`src/design/esc_pkg.sv`:
```
// ----------------------------------------------------------------------------
// esc_pkg: shared types and constants of the eviction selection checker
// Item layouts, status codes, register indexes and default sizes.
// ----------------------------------------------------------------------------
package esc_pkg;

  localparam int TIME_W      = 64;
  localparam int BYTES_W     = 64;
  localparam int IDX_W       = 12;
  localparam int DISK_W      = 4;
  localparam int DISK_SLOTS  = 16;
  localparam int COUNT_W     = 11;
  localparam int PRESS_W     = 16;
  localparam int CFG_IDX_W   = 2;
  localparam int CFG_DATA_W  = 64;
  localparam int QUEUE_DEPTH = 4;

  localparam int NUM_DISKS_DEF      = 16;
  localparam int MAX_CANDIDATES_DEF = 1024;

  // configuration register indexes
  localparam logic [CFG_IDX_W-1:0] CFG_BATCH_LIMIT       = 2'd0;
  localparam logic [CFG_IDX_W-1:0] CFG_CANDIDATE_COUNT   = 2'd1;
  localparam logic [CFG_IDX_W-1:0] CFG_PROTECTION_PERIOD = 2'd2;
  localparam logic [CFG_IDX_W-1:0] CFG_PRESSURED_DISKS   = 2'd3;

  typedef enum logic [2:0] {
    ST_OK    = 3'd0,
    ST_BATCH = 3'd1,
    ST_RANGE = 3'd2,
    ST_DUP   = 3'd3,
    ST_PROT  = 3'd4,
    ST_NOREL = 3'd5
  } status_t;

  typedef struct packed {
    logic                req_type;
    logic [IDX_W-1:0]    cand_index;
    logic [TIME_W-1:0]   ready_at;
    logic [TIME_W-1:0]   last_access_at;
    logic [TIME_W-1:0]   now_time;
    logic [DISK_W-1:0]   disk;
    logic [BYTES_W-1:0]  footprint;
    logic                first_entry;
    logic                last_entry;
    logic                has_entry;
  } in_item_t;

  typedef struct packed {
    status_t             status;
    logic [DISK_W-1:0]   disk_out;
    logic [BYTES_W-1:0]  released_bytes;
    logic                entry_valid;
    logic                last;
  } out_item_t;

  // classified item passed from front to back
  typedef struct packed {
    logic                is_end;
    logic                first;
    logic                last;
    logic                adds;
    logic                in_range;
    logic                prot;
    logic [IDX_W-1:0]    idx;
    logic [DISK_W-1:0]   disk;
    logic [BYTES_W-1:0]  footprint;
  } q_item_t;

endpackage

```
`src/design/esc_out_if.sv`:
```
// ----------------------------------------------------------------------------
// esc_out_if: result item channel
// Valid/ready channel carrying one check result.
// ----------------------------------------------------------------------------
interface esc_out_if;
  import esc_pkg::*;

  logic      valid;
  logic      ready;
  out_item_t item;

  modport source (output valid, output item, input ready);
  modport sink   (input valid, input item, output ready);
endinterface

```
`src/design/esc_ram.sv`:
```
// ----------------------------------------------------------------------------
// esc_ram: generic single-write, single-read RAM
// One write port, one read port with registered read data.
// ----------------------------------------------------------------------------
module esc_ram #(
  parameter int WIDTH = 1,
  parameter int DEPTH = 1024
) (
  input  logic                                   clk,
  input  logic                                   we,
  input  logic [((DEPTH > 1) ? $clog2(DEPTH) : 1)-1:0] waddr,
  input  logic [WIDTH-1:0]                       wdata,
  input  logic [((DEPTH > 1) ? $clog2(DEPTH) : 1)-1:0] raddr,
  output logic [WIDTH-1:0]                       rdata
);

  logic [WIDTH-1:0] mem [DEPTH];
  logic [WIDTH-1:0] rdata_r;

  always_ff @(posedge clk) begin
    if (we) begin
      mem[waddr] <= wdata;
    end
    rdata_r <= mem[raddr];
  end

  assign rdata = rdata_r;

endmodule

```
`src/design/esc_back.sv`:
```
// ----------------------------------------------------------------------------
// esc_back: selection state and result sequencer
// Applies classified items to the batch state and emits the verdict.
// ----------------------------------------------------------------------------
module esc_back #(
  parameter int MAX_CANDIDATES = esc_pkg::MAX_CANDIDATES_DEF
) (
  input  logic                         clk,
  input  logic                         rst_n,
  input  logic                         head_valid,
  input  esc_pkg::q_item_t             head,
  output logic                         pop,
  input  logic [esc_pkg::COUNT_W-1:0]  batch_limit,
  esc_out_if.source                    out_ch
);
  import esc_pkg::*;

  localparam int AW = (MAX_CANDIDATES > 1) ? $clog2(MAX_CANDIDATES) : 1;
  localparam logic [AW-1:0] LAST_ADDR = AW'(MAX_CANDIDATES - 1);

  typedef enum logic [2:0] {
    S_CLEAR,
    S_RUN,
    S_SEEN,
    S_DECIDE,
    S_WALK
  } state_t;

  state_t                 state_r, state_nxt;
  logic [COUNT_W-1:0]     count_r, count_nxt;
  status_t                err_r, err_nxt;
  logic [DISK_SLOTS-1:0]  touched_r, touched_nxt;
  logic                   open_r, open_nxt;
  logic                   contrib_r, contrib_nxt;
  logic [DISK_W-1:0]      walk_r, walk_nxt;
  logic [AW-1:0]          clr_r, clr_nxt;
  logic                   out_v_r, out_v_nxt;
  out_item_t              out_item_r, out_item_nxt;

  logic [BYTES_W-1:0]     totals_r [DISK_SLOTS];
  logic [DISK_W-1:0]      tot_addr;
  logic [BYTES_W-1:0]     tot_rd;
  logic [BYTES_W:0]       sum;
  logic [BYTES_W-1:0]     sat_sum;
  logic                   tot_we;

  logic                   ram_we;
  logic [AW-1:0]          ram_waddr;
  logic [0:0]             ram_wdata;
  logic [0:0]             seen_rd;

  logic                   out_free;
  logic                   do_entry;
  status_t                err_c;
  logic                   contrib_c;
  logic                   higher_none;

  esc_ram #(
    .WIDTH (1),
    .DEPTH (MAX_CANDIDATES)
  ) u_seen (
    .clk   (clk),
    .we    (ram_we),
    .waddr (ram_waddr),
    .wdata (ram_wdata),
    .raddr (head.idx[AW-1:0]),
    .rdata (seen_rd)
  );

  // untouched disks read as zero
  assign tot_addr = (state_r == S_WALK) ? walk_r : head.disk;
  assign tot_rd   = touched_r[tot_addr] ? totals_r[tot_addr] : '0;
  assign sum      = {1'b0, tot_rd} + {1'b0, head.footprint};
  assign sat_sum  = sum[BYTES_W] ? '1 : sum[BYTES_W-1:0];

  assign out_free    = !out_v_r || out_ch.ready;
  assign higher_none = ((touched_r >> walk_r) >> 1) == '0;

  always_comb begin
    state_nxt    = state_r;
    count_nxt    = count_r;
    err_nxt      = err_r;
    touched_nxt  = touched_r;
    open_nxt     = open_r;
    contrib_nxt  = contrib_r;
    walk_nxt     = walk_r;
    clr_nxt      = clr_r;
    out_v_nxt    = out_v_r;
    out_item_nxt = out_item_r;
    tot_we       = 1'b0;
    ram_we       = 1'b0;
    ram_waddr    = clr_r;
    ram_wdata    = 1'b0;
    pop          = 1'b0;
    do_entry     = 1'b0;
    err_c        = err_r;
    contrib_c    = contrib_r;

    if (out_v_r && out_ch.ready) begin
      out_v_nxt = 1'b0;
    end

    case (state_r)
      S_CLEAR: begin
        ram_we      = 1'b1;
        count_nxt   = '0;
        err_nxt     = ST_OK;
        touched_nxt = '0;
        open_nxt    = 1'b0;
        contrib_nxt = 1'b0;
        walk_nxt    = '0;
        clr_nxt     = clr_r + 1'b1;
        if (clr_r == LAST_ADDR) begin
          clr_nxt   = '0;
          state_nxt = S_RUN;
        end
      end
      S_RUN: begin
        if (head_valid) begin
          if (head.is_end || head.first) begin
            // close any open candidate first
            if (open_r && !contrib_r && err_r == ST_OK) begin
              err_nxt = ST_NOREL;
            end
            contrib_nxt = 1'b0;
            if (head.is_end) begin
              open_nxt  = 1'b0;
              pop       = 1'b1;
              state_nxt = S_DECIDE;
            end else begin
              open_nxt  = 1'b1;
              if (count_r != '1) begin
                count_nxt = count_r + 1'b1;
              end
              state_nxt = S_SEEN;
            end
          end else if (!open_r) begin
            pop = 1'b1;
          end else begin
            pop      = 1'b1;
            do_entry = 1'b1;
          end
        end
      end
      S_SEEN: begin
        if (err_r == ST_OK) begin
          if (!head.in_range) begin
            err_c = ST_RANGE;
          end else if (seen_rd[0]) begin
            err_c = ST_DUP;
          end else begin
            ram_we    = 1'b1;
            ram_waddr = head.idx[AW-1:0];
            ram_wdata = 1'b1;
            if (head.prot) begin
              err_c = ST_PROT;
            end
          end
        end
        pop       = 1'b1;
        do_entry  = 1'b1;
        state_nxt = S_RUN;
      end
      S_DECIDE: begin
        if (out_free) begin
          out_item_nxt.disk_out       = '0;
          out_item_nxt.released_bytes = '0;
          out_item_nxt.entry_valid    = 1'b0;
          out_item_nxt.last           = 1'b1;
          if (batch_limit == '0 || count_r > batch_limit) begin
            out_item_nxt.status = ST_BATCH;
            out_v_nxt           = 1'b1;
            state_nxt           = S_CLEAR;
          end else if (err_r != ST_OK) begin
            out_item_nxt.status = err_r;
            out_v_nxt           = 1'b1;
            state_nxt           = S_CLEAR;
          end else if (touched_r == '0) begin
            out_item_nxt.status = ST_OK;
            out_v_nxt           = 1'b1;
            state_nxt           = S_CLEAR;
          end else begin
            out_item_nxt = out_item_r;
            walk_nxt     = '0;
            state_nxt    = S_WALK;
          end
        end
      end
      S_WALK: begin
        if (!touched_r[walk_r]) begin
          walk_nxt = walk_r + 1'b1;
        end else if (out_free) begin
          out_item_nxt.status         = ST_OK;
          out_item_nxt.disk_out       = walk_r;
          out_item_nxt.released_bytes = tot_rd;
          out_item_nxt.entry_valid    = 1'b1;
          out_item_nxt.last           = higher_none;
          out_v_nxt                   = 1'b1;
          walk_nxt                    = walk_r + 1'b1;
          if (higher_none) begin
            state_nxt = S_CLEAR;
          end
        end
      end
      default: begin
        state_nxt = S_CLEAR;
      end
    endcase

    // footprint add and candidate close for an entry
    if (do_entry) begin
      if (err_c == ST_OK && head.adds) begin
        contrib_c                = 1'b1;
        tot_we                   = 1'b1;
        touched_nxt[head.disk]   = 1'b1;
      end
      if (head.last) begin
        if (!contrib_c && err_c == ST_OK) begin
          err_c = ST_NOREL;
        end
        open_nxt  = 1'b0;
        contrib_c = 1'b0;
      end
      err_nxt     = err_c;
      contrib_nxt = contrib_c;
    end
  end

  always_ff @(posedge clk) begin
    if (!rst_n) begin
      state_r    <= S_CLEAR;
      count_r    <= '0;
      err_r      <= ST_OK;
      touched_r  <= '0;
      open_r     <= 1'b0;
      contrib_r  <= 1'b0;
      walk_r     <= '0;
      clr_r      <= '0;
      out_v_r    <= 1'b0;
      out_item_r <= out_item_nxt;
    end else begin
      state_r    <= state_nxt;
      count_r    <= count_nxt;
      err_r      <= err_nxt;
      touched_r  <= touched_nxt;
      open_r     <= open_nxt;
      contrib_r  <= contrib_nxt;
      walk_r     <= walk_nxt;
      clr_r      <= clr_nxt;
      out_v_r    <= out_v_nxt;
      out_item_r <= out_item_nxt;
    end
  end

  always_ff @(posedge clk) begin
    if (tot_we) begin
      totals_r[head.disk] <= sat_sum;
    end
  end

  assign out_ch.valid = out_v_r;
  assign out_ch.item  = out_item_r;

endmodule

```
`src/flat_wrapper.sv`:
```
// flat-port wrapper written by rule: the top's interface ports become plain ports
module esc_back_flat import esc_pkg::*;
#(
  parameter int MAX_CANDIDATES = esc_pkg::MAX_CANDIDATES_DEF
)
  (clk, rst_n, head_valid, head, pop, batch_limit, out_ch_valid, out_ch_item, out_ch_ready);
  esc_out_if out_ch_i ();
  input  logic clk;
  input  logic rst_n;
  input  logic head_valid;
  input  esc_pkg::q_item_t head;
  output logic pop;
  input  logic [esc_pkg::COUNT_W-1:0] batch_limit;
  output wire logic [$bits(out_ch_i.valid)-1:0] out_ch_valid;
  output wire logic [$bits(out_ch_i.item)-1:0] out_ch_item;
  input wire logic [$bits(out_ch_i.ready)-1:0] out_ch_ready;
  assign out_ch_valid = out_ch_i.valid;
  assign out_ch_item = out_ch_i.item;
  assign out_ch_i.ready = out_ch_ready;
  esc_back #(.MAX_CANDIDATES(MAX_CANDIDATES)) u_core (.clk(clk), .rst_n(rst_n), .head_valid(head_valid), .head(head), .pop(pop), .batch_limit(batch_limit), .out_ch(out_ch_i));
endmodule
```
`config.mk`:
```
export PLATFORM = sky130hd
export DESIGN_NAME = esc_back_flat
export DESIGN_NICKNAME = d
export VERILOG_FILES = /design/src/design/esc_pkg.sv /design/src/design/esc_out_if.sv /design/src/design/esc_ram.sv /design/src/design/esc_back.sv /design/src/flat_wrapper.sv
export SDC_FILE = /design/constraint.sdc
export NUM_CORES = 2
export LEC_CHECK = 0
export BUFFER_PORTS_ARGS = -buffer_cell sky130_fd_sc_hd__buf_4
export CAP_MARGIN = 20
export CELL_PAD_IN_SITES_DETAIL_PLACEMENT = 1
export CELL_PAD_IN_SITES_GLOBAL_PLACEMENT = 2
export CORE_ASPECT_RATIO = 2
export CORE_UTILIZATION = 49
export CTS_BUF_LIST = sky130_fd_sc_hd__clkbuf_4 sky130_fd_sc_hd__clkbuf_8
export DETAILED_ROUTE_END_ITERATION = 8
export GPL_TIMING_DRIVEN = 0
export PLACE_DENSITY = 0.91
export SLEW_MARGIN = 20
export SYNTH_ARGS = -nofsm -noshare
export SYNTH_HDL_FRONTEND = slang
export SYNTH_SLANG_ARGS = --single-unit
```
`constraint.sdc`:
```
create_clock -name clk -period 12.8 [get_ports clk]
set_input_delay 0.64 -clock clk [delete_from_list [all_inputs] [get_ports clk]]
set_output_delay 0.64 -clock clk [all_outputs]
set_load 0.05 [all_outputs]
```
[Word level (Yosys, flattened, before mapping)]
Memory sizes are Yosys's and may differ from the RTL's. A register that Yosys moved wholly into a read port is not among the register bits.
Index checks and enable logic that the tools add are counted.
Cells by class
  add/subtract/negate cells: 4
  order comparisons: 5
  eq/ne operators: 23
  shift-type cells: 1
  mux-type cells: 103
  bitwise logic cells: 1
  reduce and logical (&&, ||, !) cells: 29
Operators by type and width (number)
  73-bit two-way mux: 3
  70-bit two-way mux: 3
  73-bit one-hot mux with 2 select lines: 1
  64-bit two-way mux: 2
  3-bit two-way mux: 24
  64-bit by 64-bit adder with 65-bit output: 1
  10-bit two-way mux: 5
  16-bit two-way mux: 3
  11-bit two-way mux: 4
  1-bit two-way mux: 38
  16-bit logical NOT: 2
  4-bit two-way mux: 7
  11-bit one-hot mux with 2 select lines: 1
  16-bit bitwise OR: 1
  16-bit by 4-bit right shift with 16-bit output: 1
  4-bit by 5-bit less-than comparator with 1-bit output (second input constant): 3
  3-bit one-hot mux with 5 select lines: 1
  2-bit by 1-bit inequality test with 1-bit output (second input constant): 6
  2-bit inequality test (second input constant): 6
  1-bit one-hot mux with 2 select lines: 6
  4-bit one-hot mux with 3 select lines: 1
  11-bit by 1-bit adder with 11-bit output (second input constant): 1
  11-bit > comparator: 1
  11-bit logical NOT: 1
  25 further kinds: 44
Word-level totals
  flip-flop bits (word level): 123
  RAM bits: 2048
  input bits: 101
  word-level logic and storage cells: 182
  memories: 2
Memories
  u_core.totals_r: depth 16, width 64, rd ports 1, clocked after memory_dff 0, wr ports 1, RTL line esc_back.sv:40  | logic [BYTES_W-1:0] totals_r [DISK_SLOTS];
  u_core.u_seen.mem: depth 1024, width 1, rd ports 1, clocked after memory_dff 1, wr ports 1, RTL line esc_ram.sv:17  | logic [WIDTH-1:0] mem [DEPTH];

[Longest topological paths before layout]
  depth after elaboration: 14
  mapped depth: 24
  depth with buffers taken out: 21

[By module]
Synthesis repeated with hierarchy kept, for this count alone.
Second synthesis, totals
  cell total of the unflattened synthesis: 6187
  area total of the unflattened synthesis: 94179.1 µm²
Modules (own cells, without submodules)
  esc_back: instances 1, cells each 3075, area an instance 49522.5 µm², sequential area each 33942.6 µm²
  esc_ram: instances 1, cells each 3112, area an instance 44656.6 µm², sequential area each 30769.5 µm²

[Least setup slack after synthesis]
OpenSTA, ideal clock, no wires.
  path type: reg2reg
  from: reg u_core.err_r[2]
  to: mem u_core.u_seen.mem[467], enable pin
  arrival: 10.298 ns
  path slack: 2.248 ns
  cell stages (with the launch flop): 10
  path buffers: 3
  period minus slack after synthesis: 10.552 ns
  cells stage by stage: dfxtp_1 or3_1 or4_4 inv_2 buf_2 o21ai_1 buf_2 nand3_1 clkbuf_1 nor2_1
On the way
  word-level cells in the longest chain between the ends: 5
  elaborated cells between the ends (all ways): 7
  those cells by class: mux: 6; reduce/logical: 1
RTL lines
  from (decl): RTL line esc_back.sv:31  | status_t err_r, err_nxt;
  from (signal assigned): RTL line esc_back.sv:244  | err_r <= err_nxt;
  3-bit logical NOT *: RTL line esc_back.sv:146  | if (err_r == ST_OK) begin
  1-bit two-way mux: RTL line esc_back.sv:146
  1-bit one-hot mux with 2 select lines: RTL line esc_back.sv:103  | case (state_r)
  1-bit two-way mux: RTL line esc_ram.sv:21  | if (we) begin
  1-bit two-way mux (not written as such): RTL line esc_ram.sv:22  | mem[waddr] <= wdata;
  to (decl): RTL line esc_ram.sv:17
Every way passes the cells marked *; elsewhere a longest branch is shown, timed or not.

[Worst setup path after layout]
  from: reg u_core.state_r[0]
  to: mem u_core.totals_r[8][2] (data pin)
On the way
  word-level cells in the longest chain between the ends: 7
  elaborated cells between the ends (all ways): 8
  those cells by class: add/sub: 1; eq/ne: 1; mux: 5; memory: 1
RTL lines
  from (decl): RTL line esc_back.sv:29  | state_t state_r, state_nxt;
  from (signal assigned): RTL line esc_back.sv:242  | state_r <= state_nxt;
  3-bit == test *: RTL line esc_back.sv:71  | assign tot_addr = (state_r == S_WALK) ? walk_r : head.disk;
  4-bit two-way mux *: RTL line esc_back.sv:71
  1-bit binary-select mux with 4-bit select: RTL line esc_back.sv:72  | assign tot_rd = touched_r[tot_addr] ? totals_r[tot_addr] : '0;
  1-bit two-way mux (not written as such): RTL line esc_back.sv:72
  64-bit two-way mux *: RTL line esc_back.sv:72
  named net u_core.tot_rd[28]: RTL line esc_back.sv:42  | logic [BYTES_W-1:0] tot_rd;
  64-bit by 64-bit adder with 65-bit output *: RTL line esc_back.sv:73  | assign sum = {1'b0, tot_rd} + {1'b0, head.footprint};
  64-bit two-way mux *: RTL line esc_back.sv:74  | assign sat_sum = sum[BYTES_W] ? '1 : sum[BYTES_W-1:0];
  named net u_core.sat_sum[2]: RTL line esc_back.sv:44  | logic [BYTES_W-1:0] sat_sum;
  to (decl): RTL line esc_back.sv:40
The timed path passes the listed nets; every way through them passes the cells marked *. The select of a mux whose other input is x is not followed.

==> impl_metrics.csv <==
group,metric,value,unit
sta,slew_violations,0,
route,dr.pass1.iters,5,
die,num_io_pins,176,
logic_synthesis,ys_types,75,
worst_setup_path,cp_data_required_time,13.39,ns
die,core_area,188000,um2
logic_synthesis,synthDominantCellAreaShare,68.4,%
sta,period_needed,9.25,ns
clock_tree,ctsRootBufferMaster,"clkbuf_8",
sta,skew,0.0983,ns
worst_setup_path,path_max_fanout,16,
logic_synthesis,yosysTopAreaCell,"edfxtp_1",
placed_design,place_hpwl,230000,um
sta,fmax,108,MHz
global_route,top_usage_layer,"met2",
min_path,hp-class,"in2reg",
placed_design,io_buffers,165,
power,vdd_drop_max,0.119,mV
logic_synthesis,synth_top_family_by_area,"multiplexers",
clock_tree,clock_path_buffers,4,
power,p_total,14.4,mW
sta,max-slew-margin-rel,15.1,%
sta,fin_crit_sh,72.2,%
route,vias_per_cell,6.20,
sta,worst_pin_slew,1.27,ns
worst_setup_path,worstSetupPathType,"reg2reg",
logic_synthesis,syn_area,93100,um2
die,die-area,192000,um2
die,die_x,310,um
layout,final_cell_area,105000,um2
worst_setup_path,crit_arrival,9.83,ns
layout,final_cells,9200,
logic_synthesis,syn_area_per_cell,15.8,um2
logic_synthesis,syn_nets,6059,
global_route,antenna_found_initial,18,
flow_run,maxCapViolCount,0,
logic_synthesis,synth_fa_ha_area_share,1.07,%
layout,fill_cells,17600,
layout,final_core_util,55.9,%
power,power.density,137,nW/um2
logic_synthesis,netlist_top_cells_area,"edfxtp_1 68%, mux4_2 14%, nor2_1 4.5%, nand2_1 2.2%, clkbuf_1 1.2%",
sta,setup_viol,0,
global_route,grt_pass1_wl,446000,um
logic_synthesis,yosys.area_share.simple,9.25,%
layout,drive_gt1_share,22.8,%
clock_tree,tritoncts,"built",
layout,nNetsFinal,6643,
global_route,grt_max_degree,174,
logic_synthesis,ys_warn_count,0,
logic_synthesis,ys_ff_latch,2172,
route,wirelength,322000,um
sta,finalHoldViolCount,0,
logic_synthesis,syn_inst,5879,
global_route,grt_pass1_vias,61000,
global_route,overflow,0,
route,wire_per_inst,34.9,um
outcome,status,"finished, final reports clean",
global_route,grtUsageMet3,5.66,%
worst_setup_path,cpMaxStageDelayCell,"clkbuf_1",
clock_tree,post_cts_buffers,0,
placed_design,post-place-cells,8646,
sta,grt_setup_unrepaired,"false",
global_route,use_met1,33.5,%
logic_synthesis,synth_compound_area_share,3.11,%
logic_synthesis,async_flop_share,0,%
logic_synthesis,seq_area_frac_synth,69.5,%
route,drt-initial-drc-count,5712,
logic_synthesis,synth_edf_count,2121,
logic_synthesis,ys.flop_type,"edfxtp_1",
logic_synthesis,yosys-mux-area-fraction,14.3,%
power,leakagePower,34.4,nW
route,vias,57100,
worst_setup_path,start_kind,"flop",
clock_tree,cts_sinks,2172,
global_route,grt_use_met2,60.5,%
worst_setup_path,crit_path_end_kind,"flop",
sta,fin_ws,3.55,ns
worst_setup_path,worstPathCellList,"buf_2 -> nor2_2 -> nand2_2 -> a21oi_1 -> clkbuf_2 -> clkbuf_1 -> mux4_2 -> nand2_1 -> nand2_1 -> o211a_1 -> ha_1 -> nand4_1 -> nor4_1 -> a221oi_1 -> a32o_1 -> a211oi_1 -> nand4_1 -> a31oi_1 -> a21oi_1 -> buf_2 -> buf_2 -> nand2_1",
die,start_util,49.4,%
global_route,track_usage,33.8,%
route,drc,0,
placed_design,postPlaceCellArea,99300,um2
die,fp-row-count,225,
clock_tree,clk_latency,1.01,ns
clock_tree,clk_pin_slew,0.08,ns
clock_tree,cts-buffers-inserted,307,
worst_setup_path,crit_buf_inv,5,
layout,syn_to_final_growth,13.1,%
logic_synthesis,synthXorXnorAreaFrac,0.649,%
die,die_y,618,um
clock_tree,h-tree-depth,5,
placed_design,dp_slack,3.81,ns
logic_synthesis,yosysMostFrequentCell,"edfxtp_1",
worst_setup_path,cp_top_family,"compound AO/OA/AOI/OAI gates",
sta,tns,0,ns
placed_design,place_congestion,0.979,
sta,hold_slack,0.0672,ns
route,postRouteAntennaNets,0,
worst_setup_path,slowest_delay,0.85,ns
logic_synthesis,synth_common_cells,"2121 x edfxtp_1, 1118 x nor2_1, 587 x mux4_2",
state kept, by name, indices dropped and copies added, names as in the netlist:
name / count
u_core.totals_r: 1024
u_core.u_seen.mem: 1024
u_core.out_ch.item: 73
u_core.touched_r: 16
u_core.count_r: 11
u_core.clr_r: 10
u_core.walk_r: 4
u_core.err_r: 3
u_core.state_r: 3
u_core.contrib_r: 1
u_core.open_r: 1
u_core.out_ch.valid: 1
u_core.u_seen.rdata: 1
report_power, final:
| group | internal, mW | switching [mW] | leakage (nW) | total [mW] |
|---|---|---|---|---|
| registers | 7.89 | 0.00255 | 19.6 | 7.90 |
| logic | 0.326 | 0.803 | 11.7 | 1.13 |
| clock network | 2.72 | 2.70 | 3.07 | 5.42 |
| total | 10.9 | 3.51 | 34.4 | 14.4 |
area by class of cell:
type                            count  area (um2)  area share [%]
Antenna cell                       16        40.0          0.0380
Sequential cell                  2172       64700            61.5
Timing Repair Buffer              275        2910            2.76
Buffer                            437        1880            1.79
Inverter                           32         120           0.114
Clock buffer                      395        4950            4.70
Clock inverter                    138         880           0.836
Tap cell                         2497        3120            2.97
Multi-Input combinational cell   3238       26600            25.3
cells in the final DEF, fill, tap and decap left out, types with 14 or more instances in the layout:
cell         n
o211ai_1    14
buf_12      30
mux4_2     587
buf_6       22
xnor2_1     36
diode_2     16
a21o_1      36
nand2_1    550
inv_1       28
buf_16      19
nor2_1    1106
nand3_1    136
buf_2      111
clkbuf_1   245
clkbuf_4    78
buf_4      205
and2_1      86
nor3_1      19
nand2b_1    21
o21ai_0     65
clkinv_1    76
buf_1       28
clkbuf_8   317
o211a_1     66
xor2_1      33
edfxtp_1  2121
ha_1        78
clkbuf_2    47
clkinv_2    38
a21oi_1    124
nand4_1     25
nor2b_1     38
dfxtp_1     51
cells by family after synthesis:
family                   after synthesis
AND/OR/NAND/NOR                     2067
multiplexers                         600
XOR/XNOR                              69
adder cells (fa/ha/maj)               79
buffers and inverters                469
AO/OA/AOI/OAI                        423
flip-flops                          2172
worst paths after layout:
kind / from / endpoint / slack, ns / depth (start not counted)
setup / recovery: u_core.state_r[0] / u_core.totals_r[8][2] / 3.55 / 22
hold / removal: rst_n / u_core.state_r[1] / 0.07 / 2
setup reg to reg: u_core.state_r[0] / u_core.totals_r[8][2] / 3.55 / 22
hold reg to reg: u_core.count_r[0] / u_core.count_r[0] / 0.52 / 2
timing repair:
| item | CTS | global route |
|---|---|---|
| gates resized for setup | 0 | 0 |
| endpoints found under the hold margin | 2 | 0 |
| hold buffers | 3 | 0 |
layer usage:
| metal | wire length [um] | vias up |
|---|---|---|
| met1 | 99100 | 29500 |
| met4 | 32500 | 10 |
| met2 | 170000 | 2923 |
| met3 | 20000 | 1020 |
| li1 | - | 23600 |
| met5 | 63 | - |
Note: power is estimated with default switching activity, not from simulation.
